`src/design/smfr_pkg.sv`:
```
// shared types, constants and helpers for the sign-magnitude frame receiver
`timescale 1ns / 1ps
`default_nettype none

package smfr_pkg;

    // default frame capacity in signed values
    localparam int MAX_VALUES_DEF = 16;

    // depth of the result queue, a power of two
    localparam int OQ_DEPTH = 4;

    // configuration port
    localparam int CFG_DATA_W = 32;
    localparam int CFG_ADDR_W = 3;
    localparam logic REG_VALUE_COUNT = 1'b0;
    localparam logic [4:0] VALUE_COUNT_RST = 5'd4;

    // framing constants
    localparam logic [7:0] HEADER_BYTE = 8'hFF;
    localparam logic [7:0] TERM_BYTE   = 8'h00;

    typedef enum logic [2:0] {
        STAT_PROGRESS    = 3'd0,
        STAT_VALUE       = 3'd1,
        STAT_BAD_TERM    = 3'd2,
        STAT_HDR_TIMEOUT = 3'd3,
        STAT_PAY_TIMEOUT = 3'd4,
        STAT_STRAY       = 3'd5
    } status_t;

    typedef enum logic [1:0] {
        S_HUNT,
        S_COLLECT,
        S_DUMP
    } state_t;

    typedef struct packed {
        logic       mode;
        logic [7:0] rx_byte;
    } item_t;

    typedef struct packed {
        status_t            status;
        logic [4:0]         index;
        logic signed [15:0] value;
        logic               last;
    } result_t;

    // sign-magnitude pair to two's complement, negative zero gives zero
    function automatic logic signed [15:0] sm_decode(input logic [7:0] hi,
                                                     input logic [7:0] lo);
        logic [15:0] mag;
        mag = {1'b0, hi[6:0], lo};
        return hi[7] ? $signed(16'(-mag)) : $signed(mag);
    endfunction

    // status-only result
    function automatic result_t status_result(input status_t st);
        result_t r;
        r.status = st;
        r.index  = '0;
        r.value  = '0;
        r.last   = 1'b1;
        return r;
    endfunction

endpackage

`default_nettype wire

```
`src/design/smfr_ram.sv`:
```
// generic simple dual-port ram with registered read
`timescale 1ns / 1ps
`default_nettype none

module smfr_ram #(
    parameter int WIDTH = 16,
    parameter int DEPTH = 17
) (
    input  wire logic                     aclk,
    input  wire logic                     we,
    input  wire logic [$clog2(DEPTH)-1:0] waddr,
    input  wire logic [WIDTH-1:0]         wdata,
    input  wire logic [$clog2(DEPTH)-1:0] raddr,
    output logic      [WIDTH-1:0]         rdata
);

    logic [WIDTH-1:0] mem_reg [DEPTH];
    logic [WIDTH-1:0] rdata_reg;

    always_ff @(posedge aclk) begin
        if (we) begin
            mem_reg[waddr] <= wdata;
        end
        rdata_reg <= mem_reg[raddr];
    end

    assign rdata = rdata_reg;

endmodule

`default_nettype wire

```
`src/design/smfr_outq.sv`:
```
// small result queue between the parser and the result channel
`timescale 1ns / 1ps
`default_nettype none

module smfr_outq #(
    parameter int DEPTH = smfr_pkg::OQ_DEPTH
) (
    input  wire logic                       aclk,
    input  wire logic                       aresetn,
    input  wire logic                       push,
    input  wire smfr_pkg::result_t          push_data,
    output logic      [$clog2(DEPTH+1)-1:0] count,
    output logic                            m_valid,
    input  wire logic                       m_ready,
    output smfr_pkg::result_t               m_data
);
    import smfr_pkg::*;

    localparam int PW = $clog2(DEPTH);
    localparam int CW = $clog2(DEPTH + 1);

    result_t         fifo_reg [DEPTH];
    logic [PW-1:0]   wr_ptr_reg, wr_ptr_next;
    logic [PW-1:0]   rd_ptr_reg, rd_ptr_next;
    logic [CW-1:0]   count_reg, count_next;
    logic            pop;

    assign pop     = m_valid && m_ready;
    assign m_valid = (count_reg != '0);
    assign m_data  = fifo_reg[rd_ptr_reg];
    assign count   = count_reg;

    always_comb begin
        wr_ptr_next = push ? PW'(wr_ptr_reg + PW'(1)) : wr_ptr_reg;
        rd_ptr_next = pop ? PW'(rd_ptr_reg + PW'(1)) : rd_ptr_reg;
        count_next  = count_reg;
        if (push && !pop) begin
            count_next = CW'(count_reg + CW'(1));
        end else if (pop && !push) begin
            count_next = CW'(count_reg - CW'(1));
        end
    end

    always_ff @(posedge aclk) begin
        if (push) begin
            fifo_reg[wr_ptr_reg] <= push_data;
        end
    end

    always_ff @(posedge aclk) begin
        if (!aresetn) begin
            wr_ptr_reg <= '0;
            rd_ptr_reg <= '0;
            count_reg  <= '0;
        end else begin
            wr_ptr_reg <= wr_ptr_next;
            rd_ptr_reg <= rd_ptr_next;
            count_reg  <= count_next;
        end
    end

    // push only with a free slot, the parser checks occupancy first
    a_no_overflow: assert property (@(posedge aclk) disable iff (!aresetn)
        push |-> (count_reg < CW'(DEPTH)))
        else $error("result queue overflow");

    // occupancy moves by one at most per cycle
    a_count_step: assert property (@(posedge aclk) disable iff (!aresetn)
        (push && !pop) |=> (count_reg == CW'($past(count_reg) + CW'(1))))
        else $error("result queue count did not follow a push");

    a_wr_ptr_track: assert property (@(posedge aclk) disable iff (!aresetn)
        (count_reg == '0) |-> (wr_ptr_reg == rd_ptr_reg))
        else $error("empty queue with split pointers");

endmodule

`default_nettype wire

```
`src/design/smfr_parser.sv`:
```
// frame parser: header hunt, payload capture into value memory, readout sequencer
`timescale 1ns / 1ps
`default_nettype none

module smfr_parser #(
    parameter int MAX_VALUES = smfr_pkg::MAX_VALUES_DEF,
    parameter int QDEPTH     = smfr_pkg::OQ_DEPTH
) (
    input  wire logic                                aclk,
    input  wire logic                                aresetn,
    input  wire logic [4:0]                          value_count,
    // input channel
    input  wire logic                                s_valid,
    output logic                                     s_ready,
    input  wire smfr_pkg::item_t                     s_data,
    // value memory
    output logic                                     mem_we,
    output logic      [$clog2(MAX_VALUES+1)-1:0]     mem_waddr,
    output logic      [15:0]                         mem_wdata,
    output logic      [$clog2(MAX_VALUES+1)-1:0]     mem_raddr,
    input  wire logic [15:0]                         mem_rdata,
    // result queue
    output logic                                     push,
    output smfr_pkg::result_t                        push_data,
    input  wire logic [$clog2(QDEPTH+1)-1:0]         q_count
);
    import smfr_pkg::*;

    localparam int AW    = $clog2(MAX_VALUES + 1);
    localparam int POS_W = AW + 1;

    state_t           state_reg, state_next;
    logic             hdr_seen_reg, hdr_seen_next;
    logic [POS_W-1:0] pos_reg, pos_next;
    logic [7:0]       hold_reg, hold_next;
    logic [AW-1:0]    n_reg, n_next;
    logic [AW-1:0]    rd_k_reg, rd_k_next;
    logic             pend_reg, pend_next;
    logic [AW-1:0]    pend_k_reg, pend_k_next;
    logic             pend_last_reg, pend_last_next;

    logic [AW-1:0]    n_act;
    logic [POS_W-1:0] term_pos;
    logic             accept;
    logic             room;

    // active value count, clamped to the frame capacity
    always_comb begin
        if (int'(value_count) > MAX_VALUES) begin
            n_act = AW'(MAX_VALUES);
        end else begin
            n_act = AW'(value_count);
        end
    end

    assign term_pos = {n_act, 1'b1};
    assign s_ready  = (state_reg != S_DUMP) && !pend_reg && (int'(q_count) < QDEPTH);
    assign accept   = s_valid && s_ready;
    assign room     = (int'(q_count) + int'(pend_reg)) < QDEPTH;

    assign mem_waddr = pos_reg[POS_W-1:1];
    assign mem_raddr = rd_k_reg;

    always_comb begin
        state_next     = state_reg;
        hdr_seen_next  = hdr_seen_reg;
        pos_next       = pos_reg;
        hold_next      = hold_reg;
        n_next         = n_reg;
        rd_k_next      = rd_k_reg;
        pend_next      = 1'b0;
        pend_k_next    = pend_k_reg;
        pend_last_next = pend_last_reg;
        mem_we         = 1'b0;
        mem_wdata      = 16'(sm_decode(hold_reg, s_data.rx_byte));
        push           = 1'b0;
        push_data      = status_result(STAT_PROGRESS);

        unique case (state_reg)
            S_HUNT: begin
                if (accept) begin
                    push = 1'b1;
                    if (s_data.mode) begin
                        push_data     = status_result(STAT_HDR_TIMEOUT);
                        hdr_seen_next = 1'b0;
                    end else if (s_data.rx_byte == HEADER_BYTE) begin
                        push_data = status_result(STAT_PROGRESS);
                        if (hdr_seen_reg) begin
                            state_next    = S_COLLECT;
                            hdr_seen_next = 1'b0;
                            pos_next      = '0;
                        end else begin
                            hdr_seen_next = 1'b1;
                        end
                    end else begin
                        push_data     = status_result(STAT_STRAY);
                        hdr_seen_next = 1'b0;
                    end
                end
            end
            S_COLLECT: begin
                if (accept) begin
                    if (s_data.mode) begin
                        push       = 1'b1;
                        push_data  = status_result(STAT_PAY_TIMEOUT);
                        state_next = S_HUNT;
                        pos_next   = '0;
                    end else if (pos_reg >= term_pos) begin
                        pos_next = '0;
                        if (s_data.rx_byte != TERM_BYTE) begin
                            push       = 1'b1;
                            push_data  = status_result(STAT_BAD_TERM);
                            state_next = S_HUNT;
                        end else begin
                            state_next = S_DUMP;
                            n_next     = n_act;
                            rd_k_next  = '0;
                        end
                    end else begin
                        push      = 1'b1;
                        push_data = status_result(STAT_PROGRESS);
                        pos_next  = POS_W'(pos_reg + POS_W'(1));
                        if (pos_reg == '0) begin
                            mem_we    = 1'b1;
                            mem_wdata = {8'h00, s_data.rx_byte};
                        end else if (pos_reg[0]) begin
                            hold_next = s_data.rx_byte;
                        end else begin
                            mem_we = 1'b1;
                        end
                    end
                end
            end
            S_DUMP: begin
                if (room) begin
                    pend_next      = 1'b1;
                    pend_k_next    = rd_k_reg;
                    pend_last_next = (rd_k_reg == n_reg);
                    if (rd_k_reg == n_reg) begin
                        state_next = S_HUNT;
                    end else begin
                        rd_k_next = AW'(rd_k_reg + AW'(1));
                    end
                end
            end
            default: begin
                state_next = S_HUNT;
            end
        endcase

        // read data lands in the cycle after the read, never alongside an accept
        if (pend_reg) begin
            push             = 1'b1;
            push_data.status = STAT_VALUE;
            push_data.index  = 5'(pend_k_reg);
            push_data.value  = $signed(mem_rdata);
            push_data.last   = pend_last_reg;
        end
    end

    always_ff @(posedge aclk) begin
        if (!aresetn) begin
            state_reg    <= S_HUNT;
            hdr_seen_reg <= 1'b0;
            pos_reg      <= '0;
            hold_reg     <= '0;
            pend_reg     <= 1'b0;
        end else begin
            state_reg    <= state_next;
            hdr_seen_reg <= hdr_seen_next;
            pos_reg      <= pos_next;
            hold_reg     <= hold_next;
            pend_reg     <= pend_next;
        end
    end

    always_ff @(posedge aclk) begin
        n_reg         <= n_next;
        rd_k_reg      <= rd_k_next;
        pend_k_reg    <= pend_k_next;
        pend_last_reg <= pend_last_next;
    end

    // a pending read only follows a readout cycle
    a_pend_from_dump: assert property (@(posedge aclk) disable iff (!aresetn)
        pend_reg |-> ($past(state_reg) == S_DUMP))
        else $error("memory read outside readout");

    // readout never runs past the frame length
    a_dump_bound: assert property (@(posedge aclk) disable iff (!aresetn)
        (state_reg == S_DUMP) |-> (rd_k_reg <= n_reg))
        else $error("readout index beyond frame length");

    // the marked value is the last position of the frame
    a_last_index: assert property (@(posedge aclk) disable iff (!aresetn)
        (pend_reg && pend_last_reg) |-> (pend_k_reg == n_reg))
        else $error("last flag on wrong value");

    // no memory write while reading out
    a_no_write_in_dump: assert property (@(posedge aclk) disable iff (!aresetn)
        (state_reg == S_DUMP || pend_reg) |-> !mem_we)
        else $error("value memory written during readout");

endmodule

`default_nettype wire

```
`src/design/sign_magnitude_frame_receiver.sv`:
```
// top level of the sign-magnitude frame receiver
`timescale 1ns / 1ps
`default_nettype none

// Receives serial bytes and receive-timeout events as s_ transactions and
// produces status and value transactions on m_. The parser hunts for two
// 0xFF header bytes, then takes a raw byte, value_count high/low byte pairs
// in sign-magnitude form and a terminator byte. Every byte or timeout yields
// one status-only transaction (last set), except a zero terminator, which
// yields value_count+1 value transactions: the raw byte at index 0, then the
// decoded signed values, the final one with last set. Decoded values live in
// a single value memory of MAX_VALUES+1 entries with a registered read; it
// needs no clearing after reset. value_count above MAX_VALUES is taken as
// MAX_VALUES. Bytes and timeouts are accepted back to back as long as the
// four-entry result queue has room and no readout is running. A zero
// terminator starts a readout that reads one memory entry per cycle while
// the queue has space; the input is held off until the last memory read has
// returned its data. The user must write value_count through the APB port
// at byte address 0 only while the block is idle; the block does not
// enforce this.

module sign_magnitude_frame_receiver #(
    parameter int MAX_VALUES = smfr_pkg::MAX_VALUES_DEF
) (
    input  wire logic                            aclk,
    input  wire logic                            aresetn,
    // input transactions
    input  wire logic                            s_valid,
    output logic                                 s_ready,
    input  wire smfr_pkg::item_t                 s_data,
    // result transactions
    output logic                                 m_valid,
    input  wire logic                            m_ready,
    output smfr_pkg::result_t                    m_data,
    // configuration port
    input  wire logic                            psel,
    input  wire logic                            penable,
    input  wire logic                            pwrite,
    input  wire logic [smfr_pkg::CFG_ADDR_W-1:0] paddr,
    input  wire logic [smfr_pkg::CFG_DATA_W-1:0] pwdata,
    output logic      [smfr_pkg::CFG_DATA_W-1:0] prdata,
    output logic                                 pready
);
    import smfr_pkg::*;

    localparam int AW = $clog2(MAX_VALUES + 1);
    localparam int CW = $clog2(OQ_DEPTH + 1);

    // configuration register
    logic [4:0] value_count_reg;
    logic       reg_sel;
    logic       cfg_wr;

    // value memory interface
    logic          mem_we;
    logic [AW-1:0] mem_waddr;
    logic [15:0]   mem_wdata;
    logic [AW-1:0] mem_raddr;
    logic [15:0]   mem_rdata;

    // parser to result queue
    logic          push;
    result_t       push_data;
    logic [CW-1:0] q_count;

    // apb: zero wait states, word-addressed register file of one entry
    assign pready  = 1'b1;
    assign reg_sel = (paddr[CFG_ADDR_W-1:2] == REG_VALUE_COUNT);
    assign cfg_wr  = psel && penable && pwrite && pready && reg_sel;
    assign prdata  = reg_sel ? CFG_DATA_W'(value_count_reg) : '0;

    always_ff @(posedge aclk) begin
        if (!aresetn) begin
            value_count_reg <= VALUE_COUNT_RST;
        end else if (cfg_wr) begin
            value_count_reg <= pwdata[4:0];
        end
    end

    // header hunt, payload capture and readout sequencing
    smfr_parser #(
        .MAX_VALUES (MAX_VALUES),
        .QDEPTH     (OQ_DEPTH)
    ) u_parser (
        .aclk        (aclk),
        .aresetn     (aresetn),
        .value_count (value_count_reg),
        .s_valid     (s_valid),
        .s_ready     (s_ready),
        .s_data      (s_data),
        .mem_we      (mem_we),
        .mem_waddr   (mem_waddr),
        .mem_wdata   (mem_wdata),
        .mem_raddr   (mem_raddr),
        .mem_rdata   (mem_rdata),
        .push        (push),
        .push_data   (push_data),
        .q_count     (q_count)
    );

    // raw byte and decoded values, one entry per frame position
    smfr_ram #(
        .WIDTH (16),
        .DEPTH (MAX_VALUES + 1)
    ) u_value_mem (
        .aclk  (aclk),
        .we    (mem_we),
        .waddr (mem_waddr),
        .wdata (mem_wdata),
        .raddr (mem_raddr),
        .rdata (mem_rdata)
    );

    // result queue decouples the parser from m_ready stalls
    smfr_outq #(
        .DEPTH (OQ_DEPTH)
    ) u_outq (
        .aclk      (aclk),
        .aresetn   (aresetn),
        .push      (push),
        .push_data (push_data),
        .count     (q_count),
        .m_valid   (m_valid),
        .m_ready   (m_ready),
        .m_data    (m_data)
    );

    // input held off while the queue is full
    a_full_blocks_input: assert property (@(posedge aclk) disable iff (!aresetn)
        (q_count == CW'(OQ_DEPTH)) |-> !s_ready)
        else $error("input accepted with full result queue");

    // register write lands at the next edge
    a_cfg_write: assert property (@(posedge aclk) disable iff (!aresetn)
        cfg_wr |=> (value_count_reg == $past(pwdata[4:0])))
        else $error("value_count write lost");

    // value transactions come only from memory readout
    a_value_source: assert property (@(posedge aclk) disable iff (!aresetn)
        (push && push_data.status == STAT_VALUE) |-> !(s_valid && s_ready))
        else $error("value result pushed alongside an input transaction");

endmodule

`default_nettype wire
```
`config.mk`:
```
export PLATFORM = sky130hd
export DESIGN_NAME = sign_magnitude_frame_receiver
export DESIGN_NICKNAME = d
export VERILOG_FILES = /design/src/design/smfr_pkg.sv /design/src/design/smfr_ram.sv /design/src/design/smfr_outq.sv /design/src/design/smfr_parser.sv /design/src/design/sign_magnitude_frame_receiver.sv
export SDC_FILE = /design/constraint.sdc
export NUM_CORES = 1
export LEC_CHECK = 0
export BUFFER_PORTS_ARGS = -buffer_cell sky130_fd_sc_hd__buf_2
export CELL_PAD_IN_SITES_DETAIL_PLACEMENT = 0
export CELL_PAD_IN_SITES_GLOBAL_PLACEMENT = 1
export CORE_UTILIZATION = 40
export CTS_CLUSTER_SIZE = 12
export DETAILED_ROUTE_END_ITERATION = 16
export PLACE_DENSITY = 0.64
export SETUP_SLACK_MARGIN = 0.1
export SLEW_MARGIN = 20
export SYNTH_ARGS = -nofsm -noshare
export SYNTH_HDL_FRONTEND = slang
export SYNTH_SLANG_ARGS = --single-unit
```
`constraint.sdc`:
```
create_clock -name aclk -period 4.25 [get_ports aclk]
set_clock_uncertainty 0.05 [all_clocks]
set_input_delay 1.275 -clock aclk [delete_from_list [all_inputs] [get_ports aclk]]
set_output_delay 1.275 -clock aclk [all_outputs]
set_load 0.02 [all_outputs]
```
# Yosys cells after proc, flatten, opt, wreduce, memory -nomap -nowiden
# Memory sizes are Yosys's and may differ from the RTL's. A register that Yosys moved wholly into a read port is not among the register bits.
# Cells that the tools add are included.
[word_totals] reg_bits=46 mem_bits_rw=372 inputBits=51 out_inout_bits=60 elab_cells=144 memories=2
[memory_table] name="u_value_mem.mem_reg" words=17 word_bits=16 read_ports=1 rd_clocked_by_memory_dff=1 wr=1 line_no="smfr_ram.sv:17" source="logic [WIDTH-1:0] mem_reg [DEPTH];"
[memory_table] name="u_outq.fifo_reg" words=4 word_bits=25 read_ports=1 rd_clocked_by_memory_dff=1 wr=1 line_no="smfr_outq.sv:22" source="result_t fifo_reg [DEPTH];"
[classes] n_addsub=8 order_cmp=4 n_eq_ne=17 muxes=68 bitwise=5 reduce_logical=27
[ops] operator="$mux 25" n=6
[ops] operator="$mux 16" n=6
[ops] operator="$pmux 25 s2" n=1
[ops] operator="$mux 24" n=2
[ops] operator="$mux 6" n=7
[ops] operator="$mux 5" n=8
[ops] operator="$lt 32x4->1 const B" n=1
[ops] operator="$mux 2" n=12
[ops] operator="$mux 1" n=20
[ops] operator="$neg 15->16" n=1
[ops] operator="$ne 2x1->1 const B" n=7
[ops] operator="$pmux 6 s2" n=1
[ops] operator="$reduce_and 6->1" n=2
[ops] operator="$ne 2x2->1 const B" n=5
[ops] operator="$pmux 5 s2" n=1
[ops] operator="$logic_and 1x1->1" n=9
[ops] operator="$eq 8x8->1 const B" n=1
[ops] operator="$reduce_and 8->1" n=1
[ops] operator="$reduce_bool 8->1" n=1
[ops] operator="$reduce_and 7->1" n=1
[ops] operator="$add 6x1->6 const B" n=1
[ops] operator="$ge 6x6->1" n=1
[ops] operator="$logic_not 6->1" n=1
[ops] operator="$mux 3" n=2
[ops] operator="other kinds (20)" n=31

# Depth between registers and ports, before layout
[depth] depth_word=12 depth_mapped=14 mapped_depth_nobuf=14

# Modules after synthesis
# Synthesis repeated with hierarchy kept, for this count alone.
[hier_totals] cells_unflattened=994 area_unflattened_um2=18112.4
[by_module_without_submodules] mod="smfr_ram" instances=1 cells_per_inst=474 area_each_um2=10865.4
[by_module_without_submodules] mod="smfr_outq" instances=1 cells_per_inst=173 area_each_um2=4120.2
[by_module_without_submodules] mod="smfr_parser" instances=1 cells_per_inst=289 area_each_um2=2647.5
[by_module_without_submodules] mod="sign_magnitude_frame_receiver" instances=1 cells_per_inst=58 area_each_um2=479.2

# Least setup slack after synthesis
# OpenSTA, ideal clock, no wires.
[synth_timing] kind="input to register" from="input port s_valid" to="memory u_value_mem.mem_reg[9][0] (enable)" arrival_time_ns=3.282 required_time_ns=3.791 setup_slack_ns=0.509 cell_stages=5 n_path_buf=0 cell_sequence="nor3b_1 > o211ai_2 > nor2_1 > nand4_1 > nor3_1"
[synth_between] elab_chain_cells=5
[synth_lines] item="start, declared" line_no="sign_magnitude_frame_receiver.sv:28" source="input wire logic s_valid,"
[synth_lines] item="$logic_and 1x1->1" line_no="smfr_parser.sv:58" source="assign accept = s_valid && s_ready;"
[synth_lines] item="$mux 1" line_no="smfr_parser.sv:102" source="if (accept) begin"
[synth_lines] item="$mux 1" line_no="smfr_parser.sv:79" source="unique case (state_reg)"
[synth_lines] item="$mux 1" line_no="smfr_ram.sv:21" source="if (we) begin"
[synth_lines] item="$mux 1 (not written as such)" line_no="smfr_ram.sv:22" source="mem_reg[waddr] <= wdata;"
[synth_lines] item="end, declared" line_no="smfr_ram.sv:17"
# Every way passes these cells.

==> results.ini <==
[status]
outcome=completed

[global_routing]
grt_usage_pct=16.8
antenna_found_initial=2
grt_pass1_wl_um=55200
grt-ovfl-total=0
grt_max_degree=70
grt_pass1_vias=8818

[detailed_routing]
drt_iter0_markers=475
via_per_inst=5.11
drt_pass1_iterations=5
routedWlPerCell_um=21.4
finalWirelength_um=36500
vias=8735
drc=0
ant_nets=0

[logic_synthesis]
ys.flop_type=edfxtp_1
avgSynthCellArea_um2=17.8
syn_inst=994
synth_area_mm2=0.0177
synth-edff-count=388
yosysTopAreaCell=edfxtp_1
synth_most_common_cell=edfxtp_1
ys_warn_count=0
synth_area_leaders=edfxtp_1, mux4_2, dfxtp_1, mux2_2, buf_4
ys_seq_area_share_pct=71.5
synth-seq-cells=436
synth_common_cells=edfxtp_1, mux4_2, nor2_1
synth_top_area_share_pct=66.0
async_flop_share_pct=0
ys_types=59

[clock_network]
cts_root_buf=clkbuf_16
cts.path.max_buffers=3
cts_setup_buffers=0
cts.htree.levels=2
hold_buffers=0
cts-buffers-inserted=46
clk_pin_slew_worst_paths_ns=0.06
cts_sinks=436
clock_latency_ns=0.57
cts_tree=done
cts_resized=0

[place]
gp_congestion=0.779
io_buffers=53
dpl-instance-area_mm2=0.0188
dp.cells=1630
place_ws_ns=0.415
hpwl_um=21600

[power]
power_switching_w=0.00212
p_per_area_mw_per_mm2=468
internal_power_w=0.00732
p_clk_share_pct=40.0
pwr-share-seq_pct=51.2
swShare_pct=22.5
p_leak_nw=6.63
pwr-share-comb_pct=8.9
fin_total_pwr_w=0.00944
irDropWorstVdd_uv=330

[worst_setup_path]
crit_fanout=14
end_kind=output pin
slowest_stage=dfxtp_2
path_class=reg -> out
max_stage_delay_ns=0.65
cp_data_arrival_time_ns=2.28
crit_chain=buf_4, mux4_2, buf_2
crit_path_start_kind=register
required_ns=2.92

[timing]
slew_viol_final=0
setup_ws_ns=0.645
hold_violations=0
finalSetupViolCount=0
worst_pin_slew_ns=1.10
tns_ns=0
fin_crit_sh_pct=84.8
rsz0062_at_grt=false
layout_min_cycle_time_ns=3.61
maxSlewHeadroom_pct=26.3
max_freq_mhz=277

[die]
die_x_um=212
floorplan.rows=76
pin_count=111
core-area_mm2=0.0433
die_y_um=212
initial_core_util_pct=40.8
die_area_mm2=0.0450

[min_path]
hp-class=reg -> reg

[run]
max_cap_violations=0

[layout]
largest_reg_flops=272
stdcell_area_mm2=0.0202
nets=1160
fin_cells=1709
drive_gt1_share_pct=28.1
syn2layout_area_growth_pct=14.4

[power groups by stage]
stage,logic (W),registers [W],clock network (W)
global route,0.000920,0.00485,0.00403
detailed placement,0.000857,0.00493,0
finish,0.000837,0.00483,0.00377
CTS,0.000858,0.00484,0.00387
global placement,0.000853,0.00492,0
floorplan,0.000640,0.00488,0
[area by class of cell]
type	instances	area, um2
Antenna cell	1	2.50
Clock buffer	62	1240
Clock inverter	16	150
Fill cell	3717	23100
Inverter	39	146
Multi-Input combinational cell	469	4640
Sequential cell	436	12600
Tap cell	585	732
Timing Repair Buffer	101	663
[critical path: cells and delay by family, from the launching register on]
kind     cells  cell delay [ns]
buf+inv      2             0.53
flops        1             0.65
mux          1             0.52
[per-stage QoR]
step / util, % / hold WS [ns]
floorplan: - / 0.374
global placement: 43.4 / 0.437
detailed placement: 43.4 / 0.442
CTS: 46.6 / 0.455
global route: 46.6 / 0.483
finish: 46.7 / 0.454
[placed cells by master, fill, tap and decap left out, types with 3 or more instances in the layout]
| cell type | n |
|---|---|
| inv_1 | 39 |
| nand3_1 | 18 |
| ha_1 | 15 |
| dfxtp_1 | 47 |
| and3_1 | 5 |
| o22ai_1 | 16 |
| xnor2_1 | 5 |
| clkinv_1 | 9 |
| nor3_1 | 7 |
| mux4_2 | 89 |
| nor2_1 | 36 |
| nor4_1 | 6 |
| buf_12 | 3 |
| bufinv_16 | 3 |
| buf_2 | 53 |
| xor2_1 | 19 |
| o21ai_0 | 9 |
| nor3_2 | 4 |
| nor2_4 | 6 |
| clkbuf_1 | 14 |
| mux2_2 | 32 |
| o31ai_1 | 4 |
| mux2i_1 | 8 |
| nand2b_1 | 7 |
| nor2_2 | 15 |
| edfxtp_1 | 388 |
| and2_1 | 24 |
| nor2b_1 | 7 |
| clkbuf_16 | 47 |
| nand2_1 | 23 |
| a31oi_1 | 3 |
| o21ai_1 | 8 |
| a21oi_1 | 35 |
| nand4_1 | 6 |
| conb_1 | 28 |
| buf_4 | 45 |
[worst paths after layout]
path	startpoint	to	slack, ns	cells after the start
max reg2reg	value_count_reg[4]	u_value_mem.mem_reg[11][14]	0.89	8
min reg2reg	u_parser.hdr_seen_reg	u_parser.hdr_seen_reg	0.45	2
min	u_parser.hdr_seen_reg	u_parser.hdr_seen_reg	0.45	2
max	register	m_data[6]	0.64	3
[cell families (layout without fill, tap and decap cells)]
group / after synthesis / count (layout) / synth area share (%)
XOR/XNOR: 25 / 25 / 1.24
AND/OR/NAND/NOR: 180 / 180 / 5.46
multiplexers: 130 / 130 / 13.9
other: 2 / 29 / 0.0425
buffers and inverters: 115 / 218 / 3.32
flip-flops: 436 / 436 / 71.5
adder cells (fa/ha/maj): 16 / 16 / 1.18
AO/OA/AOI/OAI: 90 / 90 / 3.40
[per-layer routing]
metal | GRT usage [%] | vias up | share of wire (%)
met5 | 0 | - | 0
met4 | 4.77 | 0 | 1.8
met3 | 2.66 | 49 | 4.3
met2 | 27.3 | 170 | 48
met1 | 23.5 | 4489 | 46
li1 | - | 4027 | -
No activity file was read; power rests on OpenSTA's default activity.
